## src/rtl/bitmap_run_allocator_defines.svh

```systemverilog
// Assertion macros shared by the allocator RTL.
`ifndef BITMAP_RUN_ALLOCATOR_DEFINES_SVH
`define BITMAP_RUN_ALLOCATOR_DEFINES_SVH

// Check a consequent in the same cycle as its antecedent.
`define BRA_ASSERT_NOW(label, clk, rst_n, ante, cons) \
    label: assert property (@(posedge clk) disable iff (!(rst_n)) (ante) |-> (cons)) \
        else $error("bitmap_run_allocator: same-cycle check failed");

// Check a consequent in the cycle after its antecedent.
`define BRA_ASSERT_NEXT(label, clk, rst_n, ante, cons) \
    label: assert property (@(posedge clk) disable iff (!(rst_n)) (ante) |=> (cons)) \
        else $error("bitmap_run_allocator: next-cycle check failed");

`endif

```

## src/rtl/bra_pkg.sv

```systemverilog
// Types and constants shared by the bitmap run allocator modules.
package bra_pkg;

    localparam int BYTE_BITS = 8;
    localparam int BIT_AW    = 3;

    localparam logic [1:0] ST_OK      = 2'd0;
    localparam logic [1:0] ST_NO_FIT  = 2'd1;
    localparam logic [1:0] ST_BAD_ARG = 2'd2;

    localparam logic MODE_ALLOC = 1'b0;
    localparam logic MODE_FREE  = 1'b1;

    typedef struct packed {
        logic       mode;
        logic [7:0] position;
        logic [8:0] length;
    } t_in_item;

    typedef struct packed {
        logic [1:0] status;
        logic [7:0] alloc_start;
        logic [7:0] largest_start;
        logic [8:0] largest_length;
    } t_out_item;

    typedef struct packed {
        logic load;
        logic clear;
        logic fit_init;
        logic mod_init;
        logic sweep;
        logic finish;
        logic set_bad;
        logic set_nofit;
        logic emit;
    } t_dp_cmd;

    typedef struct packed {
        logic bad;
        logic is_free;
        logic last_issue;
        logic fit_ok;
        logic out_free;
    } t_dp_status;

endpackage

```

## src/rtl/bra_datapath.sv

```systemverilog
// Datapath: occupancy memory, byte-serial run scanner, fill logic and result register.
`include "bitmap_run_allocator_defines.svh"

module bra_datapath #(
    parameter int MASK_BYTES = 32
) (
    input  logic                 i_clk,
    input  logic                 i_rst_n,
    input  bra_pkg::t_dp_cmd     i_cmd,
    output bra_pkg::t_dp_status  o_status,
    input  bra_pkg::t_in_item    i_in_data,
    output logic                 o_out_valid,
    input  logic                 i_out_stall,
    output bra_pkg::t_out_item   o_out_data
);

    localparam int UNITS = MASK_BYTES * bra_pkg::BYTE_BITS;
    localparam int AW    = (MASK_BYTES > 1) ? $clog2(MASK_BYTES) : 1;
    localparam int BW    = bra_pkg::BIT_AW;
    localparam int UW    = AW + BW;
    localparam int LW    = $clog2(UNITS + 1);
    localparam int W     = (LW > 10) ? LW : 10;

    logic [7:0]    r_mem [MASK_BYTES];
    logic [7:0]    r_rdata;
    logic [AW-1:0] r_raddr;
    logic [AW-1:0] r_didx;
    logic          r_dvalid;

    logic          r_mode;
    logic [7:0]    r_pos;
    logic [8:0]    r_len;
    logic [1:0]    r_status_code;
    logic [W-1:0]  r_start;
    logic          r_pass_mod;
    logic          r_fill_val;

    logic [UW-1:0] r_run_s, n_run_s;
    logic [LW-1:0] r_run_l, n_run_l;
    logic [UW-1:0] r_fit_s, n_fit_s;
    logic [LW-1:0] r_fit_l, n_fit_l;
    logic          r_have, n_have;
    logic          r_exact, n_exact;
    logic [UW-1:0] r_best_s, n_best_s;
    logic [LW-1:0] r_best_l, n_best_l;

    logic          r_ovalid;
    bra_pkg::t_out_item r_out;

    logic [W-1:0]  len_ext;
    logic [W-1:0]  pos_ext;
    logic [W-1:0]  mod_start;
    logic [W-1:0]  best_s_ext;
    logic [W-1:0]  best_l_ext;
    logic [7:0]    mod_byte;
    logic          mem_we;
    logic [AW-1:0] mem_waddr;
    logic [7:0]    mem_wdata;
    logic          last_issue;
    logic          scan_en;

    assign len_ext    = W'(r_len);
    assign pos_ext    = W'(r_pos);
    assign mod_start  = (r_mode == bra_pkg::MODE_FREE) ? pos_ext : W'(r_fit_s);
    assign best_s_ext = W'(r_best_s);
    assign best_l_ext = W'(r_best_l);
    assign last_issue = (r_raddr == AW'(MASK_BYTES - 1));
    assign scan_en    = r_dvalid || i_cmd.finish;

    // Mark or clear the units of the run that fall in the returned byte.
    always_comb begin
        logic [W-1:0] k_w;
        for (int i = 0; i < 8; i++) begin
            k_w = W'({r_didx, BW'(i)});
            if ((k_w >= r_start) && (k_w < (r_start + len_ext))) begin
                mod_byte[i] = r_fill_val;
            end else begin
                mod_byte[i] = r_rdata[i];
            end
        end
    end

    assign mem_we    = i_cmd.clear || (r_dvalid && r_pass_mod);
    assign mem_waddr = i_cmd.clear ? r_raddr : r_didx;
    assign mem_wdata = i_cmd.clear ? 8'h00 : mod_byte;

    always_ff @(posedge i_clk) begin
        if (mem_we) begin
            r_mem[mem_waddr] <= mem_wdata;
        end
        r_rdata <= r_mem[r_raddr];
    end

    // Advance the run trackers over one byte; the end of the map is fed as an all-used byte.
    always_comb begin
        logic [UW-1:0] rs, fs, bs, k;
        logic [LW-1:0] rl, fl, bl;
        logic          hv, ex;
        logic [7:0]    pb;
        logic [W-1:0]  want;
        rs   = r_run_s;
        rl   = r_run_l;
        fs   = r_fit_s;
        fl   = r_fit_l;
        hv   = r_have;
        ex   = r_exact;
        bs   = r_best_s;
        bl   = r_best_l;
        want = len_ext;
        pb   = i_cmd.finish ? 8'hFF : (r_pass_mod ? mod_byte : r_rdata);
        for (int i = 0; i < 8; i++) begin
            k = {r_didx, BW'(i)};
            if (!pb[i]) begin
                if (rl == '0) begin
                    rs = k;
                end
                rl = rl + 1'b1;
            end else begin
                if (r_pass_mod) begin
                    if (rl > bl) begin
                        bs = rs;
                        bl = rl;
                    end
                end else if (!ex) begin
                    if (W'(rl) == want) begin
                        ex = 1'b1;
                        hv = 1'b1;
                        fs = rs;
                        fl = rl;
                    end else if ((W'(rl) > want) && (!hv || (rl < fl))) begin
                        hv = 1'b1;
                        fs = rs;
                        fl = rl;
                    end
                end
                rl = '0;
            end
        end
        n_run_s  = rs;
        n_run_l  = rl;
        n_fit_s  = fs;
        n_fit_l  = fl;
        n_have   = hv;
        n_exact  = ex;
        n_best_s = bs;
        n_best_l = bl;
    end

    // Control state and the cached longest run.
    always_ff @(posedge i_clk) begin
        if (!i_rst_n) begin
            r_raddr    <= '0;
            r_dvalid   <= 1'b0;
            r_ovalid   <= 1'b0;
            r_pass_mod <= 1'b0;
            r_best_s   <= '0;
            r_best_l   <= LW'(UNITS);
        end else begin
            r_dvalid <= i_cmd.sweep;
            if (i_cmd.fit_init || i_cmd.mod_init) begin
                r_raddr <= '0;
            end else if (i_cmd.sweep || i_cmd.clear) begin
                r_raddr <= last_issue ? '0 : r_raddr + 1'b1;
            end
            if (i_cmd.fit_init) begin
                r_pass_mod <= 1'b0;
            end else if (i_cmd.mod_init) begin
                r_pass_mod <= 1'b1;
                r_best_s   <= '0;
                r_best_l   <= '0;
            end else if (scan_en) begin
                r_best_s <= n_best_s;
                r_best_l <= n_best_l;
            end
            if (i_cmd.emit) begin
                r_ovalid <= 1'b1;
            end else if (!i_out_stall) begin
                r_ovalid <= 1'b0;
            end
        end
    end

    // Transaction fields, scan payload and result register.
    always_ff @(posedge i_clk) begin
        r_didx <= r_raddr;
        if (i_cmd.load) begin
            r_mode        <= i_in_data.mode;
            r_pos         <= i_in_data.position;
            r_len         <= i_in_data.length;
            r_status_code <= bra_pkg::ST_OK;
            r_start       <= '0;
        end
        if (i_cmd.set_bad) begin
            r_status_code <= bra_pkg::ST_BAD_ARG;
        end
        if (i_cmd.set_nofit) begin
            r_status_code <= bra_pkg::ST_NO_FIT;
        end
        if (i_cmd.fit_init) begin
            r_run_s <= '0;
            r_run_l <= '0;
            r_have  <= 1'b0;
            r_exact <= 1'b0;
        end else if (i_cmd.mod_init) begin
            r_run_s    <= '0;
            r_run_l    <= '0;
            r_fill_val <= (r_mode == bra_pkg::MODE_ALLOC);
            r_start    <= mod_start;
        end else if (scan_en) begin
            r_run_s <= n_run_s;
            r_run_l <= n_run_l;
            r_fit_s <= n_fit_s;
            r_fit_l <= n_fit_l;
            r_have  <= n_have;
            r_exact <= n_exact;
        end
        if (i_cmd.emit) begin
            r_out.status         <= r_status_code;
            r_out.alloc_start    <= r_start[7:0];
            r_out.largest_start  <= best_s_ext[7:0];
            r_out.largest_length <= best_l_ext[8:0];
        end
    end

    assign o_status.bad = (r_len == 9'd0)
        || ((r_mode == bra_pkg::MODE_ALLOC) ? (len_ext > W'(UNITS))
                                            : ((pos_ext + len_ext) > W'(UNITS)));
    assign o_status.is_free    = (r_mode == bra_pkg::MODE_FREE);
    assign o_status.last_issue = last_issue;
    assign o_status.fit_ok     = r_have;
    assign o_status.out_free   = !r_ovalid || !i_out_stall;

    assign o_out_valid = r_ovalid;
    assign o_out_data  = r_out;

    `BRA_ASSERT_NOW(a_alloc_in_map, i_clk, i_rst_n,
        i_cmd.emit && (r_status_code == bra_pkg::ST_OK) && (r_mode == bra_pkg::MODE_ALLOC),
        (r_start + len_ext) <= W'(UNITS))
    `BRA_ASSERT_NOW(a_best_bound, i_clk, i_rst_n, 1'b1, r_best_l <= LW'(UNITS))

endmodule

```

## src/rtl/bra_ctrl.sv

```systemverilog
// Controller: sequences clear, fit scan, fill scan and result hand-off.
`include "bitmap_run_allocator_defines.svh"

module bra_ctrl (
    input  logic                i_clk,
    input  logic                i_rst_n,
    input  logic                i_in_valid,
    output logic                o_in_stall,
    input  bra_pkg::t_dp_status i_status,
    output bra_pkg::t_dp_cmd    o_cmd
);

    typedef enum logic [10:0] {
        S_CLEAR      = 11'b00000000001,
        S_IDLE       = 11'b00000000010,
        S_CHECK      = 11'b00000000100,
        S_FIT        = 11'b00000001000,
        S_FIT_DRAIN  = 11'b00000010000,
        S_FIT_END    = 11'b00000100000,
        S_FIT_DECIDE = 11'b00001000000,
        S_MOD        = 11'b00010000000,
        S_MOD_DRAIN  = 11'b00100000000,
        S_MOD_END    = 11'b01000000000,
        S_RESULT     = 11'b10000000000
    } t_state;

    t_state r_state, n_state;

    always_comb begin
        n_state = r_state;
        o_cmd   = '0;
        unique case (r_state)
            S_CLEAR: begin
                o_cmd.clear = 1'b1;
                if (i_status.last_issue) begin
                    n_state = S_IDLE;
                end
            end
            S_IDLE: begin
                if (i_in_valid) begin
                    o_cmd.load = 1'b1;
                    n_state    = S_CHECK;
                end
            end
            S_CHECK: begin
                if (i_status.bad) begin
                    o_cmd.set_bad = 1'b1;
                    n_state       = S_RESULT;
                end else if (i_status.is_free) begin
                    o_cmd.mod_init = 1'b1;
                    n_state        = S_MOD;
                end else begin
                    o_cmd.fit_init = 1'b1;
                    n_state        = S_FIT;
                end
            end
            S_FIT: begin
                o_cmd.sweep = 1'b1;
                if (i_status.last_issue) begin
                    n_state = S_FIT_DRAIN;
                end
            end
            S_FIT_DRAIN: begin
                n_state = S_FIT_END;
            end
            S_FIT_END: begin
                o_cmd.finish = 1'b1;
                n_state      = S_FIT_DECIDE;
            end
            S_FIT_DECIDE: begin
                if (i_status.fit_ok) begin
                    o_cmd.mod_init = 1'b1;
                    n_state        = S_MOD;
                end else begin
                    o_cmd.set_nofit = 1'b1;
                    n_state         = S_RESULT;
                end
            end
            S_MOD: begin
                o_cmd.sweep = 1'b1;
                if (i_status.last_issue) begin
                    n_state = S_MOD_DRAIN;
                end
            end
            S_MOD_DRAIN: begin
                n_state = S_MOD_END;
            end
            S_MOD_END: begin
                o_cmd.finish = 1'b1;
                n_state      = S_RESULT;
            end
            S_RESULT: begin
                if (i_status.out_free) begin
                    o_cmd.emit = 1'b1;
                    n_state    = S_IDLE;
                end
            end
            default: begin
                n_state = S_CLEAR;
            end
        endcase
    end

    always_ff @(posedge i_clk) begin
        if (!i_rst_n) begin
            r_state <= S_CLEAR;
        end else begin
            r_state <= n_state;
        end
    end

    assign o_in_stall = (r_state != S_IDLE);

    `BRA_ASSERT_NOW(a_emit_free, i_clk, i_rst_n, o_cmd.emit, i_status.out_free)
    `BRA_ASSERT_NEXT(a_load_check, i_clk, i_rst_n, o_cmd.load, r_state == S_CHECK)

endmodule

```

## src/rtl/bitmap_run_allocator.sv

```systemverilog
// Top level of the bitmap run allocator: controller plus datapath.
//
//   channel | direction | handshake              | payload
//   --------+-----------+------------------------+--------------------------------------
//   in      | input     | i_in_valid / o_in_stall  | i_in_data  (mode, position, length)
//   out     | output    | o_out_valid / i_out_stall| o_out_data (status, alloc_start,
//           |           |                        |   largest_start, largest_length)
//
// One transaction is worked on at a time; the occupancy memory is read one byte per
// cycle in each sweep over the map.
// Allocate that fits: a fit sweep, then a fill-and-measure sweep.
// Allocate with no fit: the fit sweep only. Free: the fill-and-measure sweep only.
// Bad argument: answered from the cached longest run.
// After reset a clearing pass zeroes the map; input stalls meanwhile.
// The result sits in an output register, so the next transaction is taken while it waits.
module bitmap_run_allocator #(
    parameter int MASK_BYTES = 32
) (
    input  logic               i_clk,
    input  logic               i_rst_n,
    input  logic               i_in_valid,
    output logic               o_in_stall,
    input  bra_pkg::t_in_item  i_in_data,
    output logic               o_out_valid,
    input  logic               i_out_stall,
    output bra_pkg::t_out_item o_out_data
);

    // Commands from the controller, status back from the datapath.
    bra_pkg::t_dp_cmd    cmd;
    bra_pkg::t_dp_status status;

    // Sequence the clearing pass, the best-fit sweep and the fill sweep.
    bra_ctrl u_ctrl (
        .i_clk      (i_clk),
        .i_rst_n    (i_rst_n),
        .i_in_valid (i_in_valid),
        .o_in_stall (o_in_stall),
        .i_status   (status),
        .o_cmd      (cmd)
    );

    // Hold the map, scan runs byte by byte, mark or clear runs, register the result.
    bra_datapath #(
        .MASK_BYTES (MASK_BYTES)
    ) u_datapath (
        .i_clk       (i_clk),
        .i_rst_n     (i_rst_n),
        .i_cmd       (cmd),
        .o_status    (status),
        .i_in_data   (i_in_data),
        .o_out_valid (o_out_valid),
        .i_out_stall (i_out_stall),
        .o_out_data  (o_out_data)
    );

endmodule

```

## config.mk

```make
export PLATFORM = sky130hd
export DESIGN_NAME = bitmap_run_allocator
export DESIGN_NICKNAME = d
export VERILOG_FILES = /design/src/rtl/bra_pkg.sv /design/src/rtl/bra_datapath.sv /design/src/rtl/bra_ctrl.sv /design/src/rtl/bitmap_run_allocator.sv
export VERILOG_INCLUDE_DIRS = /design/src /design/src/rtl
export SDC_FILE = /design/constraint.sdc
export NUM_CORES = 2
export LEC_CHECK = 0
export ABC_CLOCK_PERIOD_IN_PS = 48200
export BUFFER_PORTS_ARGS = -buffer_cell sky130_fd_sc_hd__buf_4
export CAP_MARGIN = 20
export CORE_ASPECT_RATIO = 0.8
export CORE_MARGIN = 2
export CORE_UTILIZATION = 58
export DETAILED_ROUTE_END_ITERATION = 10
export PLACE_DENSITY = 0.74
export REMOVE_ABC_BUFFERS = 1
export SYNTH_ARGS = -nofsm -noshare
export SYNTH_HDL_FRONTEND = slang
export SYNTH_SLANG_ARGS = --single-unit
```

## constraint.sdc

```tcl
create_clock -name i_clk -period 48.2 [get_ports i_clk]
set_clock_uncertainty 0.1 [all_clocks]
set_input_delay 4.82 -clock i_clk [delete_from_list [all_inputs] [get_ports i_clk]]
set_output_delay 4.82 -clock i_clk [all_outputs]
set_load 0.05 [all_outputs]
```

==> results.cfg <==
[run]
drv.max_cap_violation_count = 0

[min_path]
min_from = u_datapath.r_status_code[0]
hold_path_depth = 0
hold-path-endpoint = u_datapath.o_out_data[25]
hold_path.class = register to register

[clock_network]
clk_latency_ns = 0.58
tritoncts = yes
postCtsHoldBufs = 0
cts_resized = 0
htreeDepth = 2
post_cts_buffers = 0
ctsLongestPathBuffers = 3
total_clock_buffers_created_by_cts = 40
clk_slew_on_worst_s_h_paths_ns = 0.07
cts_sinks = 399
cts-root-buf = sky130_fd_sc_hd__clkbuf_16

[logic_synthesis]
synth-seq-area-share = 0.4081
synthAdderAreaFrac = 0.1132
synth_xor_area_frac = 0.02019
post_synth_instance_area_um2 = 27400
synthArstFlopShare = 0
syn_inst = 2547
synth-seq-cells = 399
ys_warn_count = 0
post_synth.cell_area_avg_um2 = 10.76
synthSimpleGateAreaFrac = 0.1389
synth_compound_area_frac = 0.1516
synth_top_family_by_area = compound AO/OA/AOI/OAI gates
synth_mux_area_frac = 0.1337
most_common_flop_cell_mapped_by_yosys = sky130_fd_sc_hd__edfxtp_1
synth-edff-count = 319
yosysUniqueCellTypes = 116

[setup_path]
cp_slowest_stage_delay_ns = 1.00
setup.worst_path.class = register to register
ff2ff_path_depth = 103
worstPathRequired_ns = 48.35
crit_path_end_kind = register
crit_path_max_fanout = 31
setup.worst_path.start_class = register
regToRegStartpoint = u_datapath.r_start[0]
slowest_stage = sky130_fd_sc_hd__o21ai_0
cp_data_arrival_time_ns = 23.90
timing.reg2reg.setup_slack_ns = 24.45
end_of_the_worst_register_to_register_path = u_datapath.r_fit_l[3]

[detailed_routing]
drcViolationCount = 0
vias_per_cell = 6.966
antenna_left = 0
drtIter0Drc = 3643
route.vias.total = 22612
drt_pass1_iterations = 6
drt_wl_total_um = 98090
routed_length_per_instance_um = 30.22

[sta]
timing_worst_slew_pin_value_ns = 1.272
period_needed_ns = 23.75
timing.final.crit_share = 0.4926
setup-violations-final = 0
hold_slack_ns = 0.3326
fin_tns_setup_ns = 0
hold_viol_final = 0
rsz0062_at_grt = false
final-max-slew-violation-count = 0
max_slew_margin = 0.1484
max_freq_mhz = 42.11

[cells_and_area]
finish.instance_area_um2 = 30020
drive_gt1_frac = 0.1642
area_growth_syn_to_layout_pct = 9.563
final_core_utilization = 0.6412
layout.filler_cells = 3637
final_net_count = 2862

[power]
power_per_cell_area_nw_per_um2 = 44.06
finalPower_mw = 1.323
static-leakage-power_nw = 11.98
ir_drop_v = 0.00005539

[floorplan]
fp.dieH_um = 198.4
core_area_um2 = 46820
fp.dieArea_um2 = 49000
floorplan.initialDensity = 0.5852
design.portCount = 51
placement_rows = 71
die_width_um = 247.0

[place]
port_buffers = 50
place.gp.congestion = 1.023
place_area_um2 = 28640
place.detailed.hpwl_um = 74180

[global_routing]
grt_overflow = 0
first_global_vias = 20947
grt_start_max_net_pins = 67
wire_length_of_the_first_global_routing_pass_um = 141700
antenna_violations_before_repair = 5
grt_util_all_layers = 0.3993

[outcome]
outcome = complete, no violations
[state kept, by name, summed over array words and instances (netlist names), 5 cells and up]
| name | cells |
|---|---|
| u_ctrl.r_state | 11 |
| u_datapath.o_out_data | 27 |
| u_datapath.r_best_l | 9 |
| u_datapath.r_best_s | 8 |
| u_datapath.r_didx | 5 |
| u_datapath.r_fit_l | 9 |
| u_datapath.r_fit_s | 8 |
| u_datapath.r_len | 9 |
| u_datapath.r_mem | 256 |
| u_datapath.r_pos | 8 |
| u_datapath.r_raddr | 5 |
| u_datapath.r_rdata | 8 |
| u_datapath.r_run_l | 9 |
| u_datapath.r_run_s | 8 |
| u_datapath.r_start | 10 |
[layer usage]
layer	vias up	GRT usage	wire length (µm)
li1	9844	-	-
met1	11079	0.6014	42360
met2	1483	0.5521	39430
met3	200	0.1291	13430
met4	6	0.09661	2720
met5	-	0.01927	151
[logic make-up after synthesis]
kind of cell / count (synthesis)
XOR/XNOR: 59
AND/OR/NAND/NOR: 744
adder cells (fa/ha/maj): 247
multiplexers: 255
buffers and inverters: 236
flip-flops: 399
AO/OA/AOI/OAI: 607
[cell usage in the layout, fill, tap and decap left out, types with 12 or more instances in the layout]
cell type / synthesis / routed
sky130_fd_sc_hd__nand4_1: 44 / 44
sky130_fd_sc_hd__a21o_1: 38 / 38
sky130_fd_sc_hd__inv_2: 13 / 13
sky130_fd_sc_hd__nand2b_1: 43 / 43
sky130_fd_sc_hd__nor4_1: 25 / 24
sky130_fd_sc_hd__mux2i_1: 96 / 96
sky130_fd_sc_hd__o21ai_0: 114 / 114
sky130_fd_sc_hd__xor2_1: 14 / 14
sky130_fd_sc_hd__o211ai_1: 16 / 16
sky130_fd_sc_hd__nand2_1: 195 / 195
sky130_fd_sc_hd__dfxtp_1: 80 / 78
sky130_fd_sc_hd__nand3_1: 62 / 62
sky130_fd_sc_hd__a31oi_1: 29 / 29
sky130_fd_sc_hd__xnor2_1: 41 / 41
sky130_fd_sc_hd__nor2b_1: 43 / 43
sky130_fd_sc_hd__mux4_2: 80 / 80
sky130_fd_sc_hd__edfxtp_1: 319 / 319
sky130_fd_sc_hd__inv_1: 119 / 119
sky130_fd_sc_hd__a22o_1: 17 / 17
sky130_fd_sc_hd__clkbuf_16: 0 / 42
sky130_fd_sc_hd__o21a_1: 67 / 67
sky130_fd_sc_hd__a21oi_1: 128 / 126
sky130_fd_sc_hd__buf_4: 7 / 104
sky130_fd_sc_hd__and2_1: 15 / 15
sky130_fd_sc_hd__or3_1: 14 / 14
sky130_fd_sc_hd__o31ai_1: 15 / 12
sky130_fd_sc_hd__and3_1: 28 / 28
sky130_fd_sc_hd__ha_1: 243 / 243
sky130_fd_sc_hd__a211oi_1: 28 / 28
sky130_fd_sc_hd__nor2_2: 5 / 13
sky130_fd_sc_hd__nor3_1: 36 / 36
sky130_fd_sc_hd__o21ai_1: 15 / 14
sky130_fd_sc_hd__nor2_1: 171 / 163
sky130_fd_sc_hd__mux2_2: 75 / 75
[power breakdown]
group / internal (mW) / switching (mW) / total (mW) / leakage (nW)
Sequential: 0.426 / 0.0323 / 0.458 / 3.61
Combinational: 0.196 / 0.350 / 0.546 / 7.72
Clock: 0.181 / 0.138 / 0.318 / 0.648
Total: 0.803 / 0.520 / 1.32 / 12.0
[cell usage after synthesis, types with 9 or more instances]
library cell                 n  share of area
sky130_fd_sc_hd__a21boi_0    9         0.0025
sky130_fd_sc_hd__nand2_1   195          0.027
sky130_fd_sc_hd__nand3_1    62          0.011
sky130_fd_sc_hd__a211oi_1   28         0.0077
sky130_fd_sc_hd__o211ai_1   16         0.0044
sky130_fd_sc_hd__inv_1     119          0.016
sky130_fd_sc_hd__a211o_1     9         0.0029
sky130_fd_sc_hd__mux2i_1    96          0.035
sky130_fd_sc_hd__and2_1     15         0.0034
sky130_fd_sc_hd__nand2b_1   43         0.0098
sky130_fd_sc_hd__o31ai_1    15         0.0041
sky130_fd_sc_hd__o21ai_0   114          0.021
sky130_fd_sc_hd__a22o_1     17         0.0054
sky130_fd_sc_hd__o22ai_1     9         0.0021
sky130_fd_sc_hd__buf_2       9         0.0016
sky130_fd_sc_hd__a21oi_1   128          0.023
sky130_fd_sc_hd__nor3_1     36         0.0066
sky130_fd_sc_hd__a21o_1     38          0.010
sky130_fd_sc_hd__clkbuf_1   76          0.010
sky130_fd_sc_hd__inv_2      13         0.0018
sky130_fd_sc_hd__nor4_1     25         0.0057
sky130_fd_sc_hd__or3_1      14         0.0032
sky130_fd_sc_hd__o21a_1     67          0.018
sky130_fd_sc_hd__and3_1     28         0.0064
sky130_fd_sc_hd__ha_1      243           0.11
sky130_fd_sc_hd__dfxtp_1    80          0.058
sky130_fd_sc_hd__a31oi_1    29         0.0066
sky130_fd_sc_hd__edfxtp_1  319           0.35
sky130_fd_sc_hd__xnor2_1    41          0.013
sky130_fd_sc_hd__nand4_1    44          0.010
sky130_fd_sc_hd__o21ai_1    15         0.0027
sky130_fd_sc_hd__mux4_2     80          0.066
sky130_fd_sc_hd__xor2_1     14         0.0045
sky130_fd_sc_hd__nor2b_1    43         0.0098
sky130_fd_sc_hd__nor2_1    171          0.023
sky130_fd_sc_hd__mux2_2     75          0.031
[how the worst max path moves through the flow]
stage	to	cells past startpoint	slack, ns	from
after global placement	u_datapath.r_fit_l[3]	104	25.89	u_datapath.r_start[0]
after CTS	u_datapath.r_fit_l[3]	101	25.36	u_datapath.r_start[0]
final	u_datapath.r_fit_l[3]	103	24.45	u_datapath.r_start[0]
after detailed placement	u_datapath.r_fit_l[3]	101	25.43	u_datapath.r_start[0]
after global routing	u_datapath.r_fit_l[3]	103	23.38	u_datapath.r_start[1]
after floorplan	u_datapath.r_fit_l[2]	94	25.78	u_datapath.r_len[0]
[cell type report]
type                       instances  area, µm²  share of cell area
sequential                       399      11190              0.3727
timing repair buffer             108      840.8             0.02801
multi-input combinational       1912      15360              0.5118
tap                              620      775.7             0.02584
clock buffer                      50       1101             0.03668
clock inverter                    22      244.0            0.008128
inverter                         134      503.0             0.01676
antenna                            1      2.502          0.00008337
[critical path, delay by kind of cell (launching register included)]
| kind | cells | cell delay [ns] |
|---|---|---|
| buffers and inverters | 7 | 1.65 |
| multiplexers | 2 | 0.85 |
| AO/OA/AOI/OAI | 59 | 12.80 |
| AND/OR/NAND/NOR | 24 | 4.14 |
| adder cells (fa/ha/maj) | 10 | 3.28 |
| XOR/XNOR | 1 | 0.10 |
| flip-flops | 1 | 0.48 |
[per-stage QoR]
| step | cells | worst slack (ns) |
|---|---|---|
| 5_1_grt | 3245 | 23.38 |
| 3_5_place_dp | 3170 | 25.43 |
| 4_1_cts | 3242 | 25.36 |
| 6_report | 3246 | 24.45 |
| 3_3_place_gp | 3169 | 25.89 |
| 2_1_floorplan | 2445 | 25.78 |
Power figures use the tool's default switching activity.
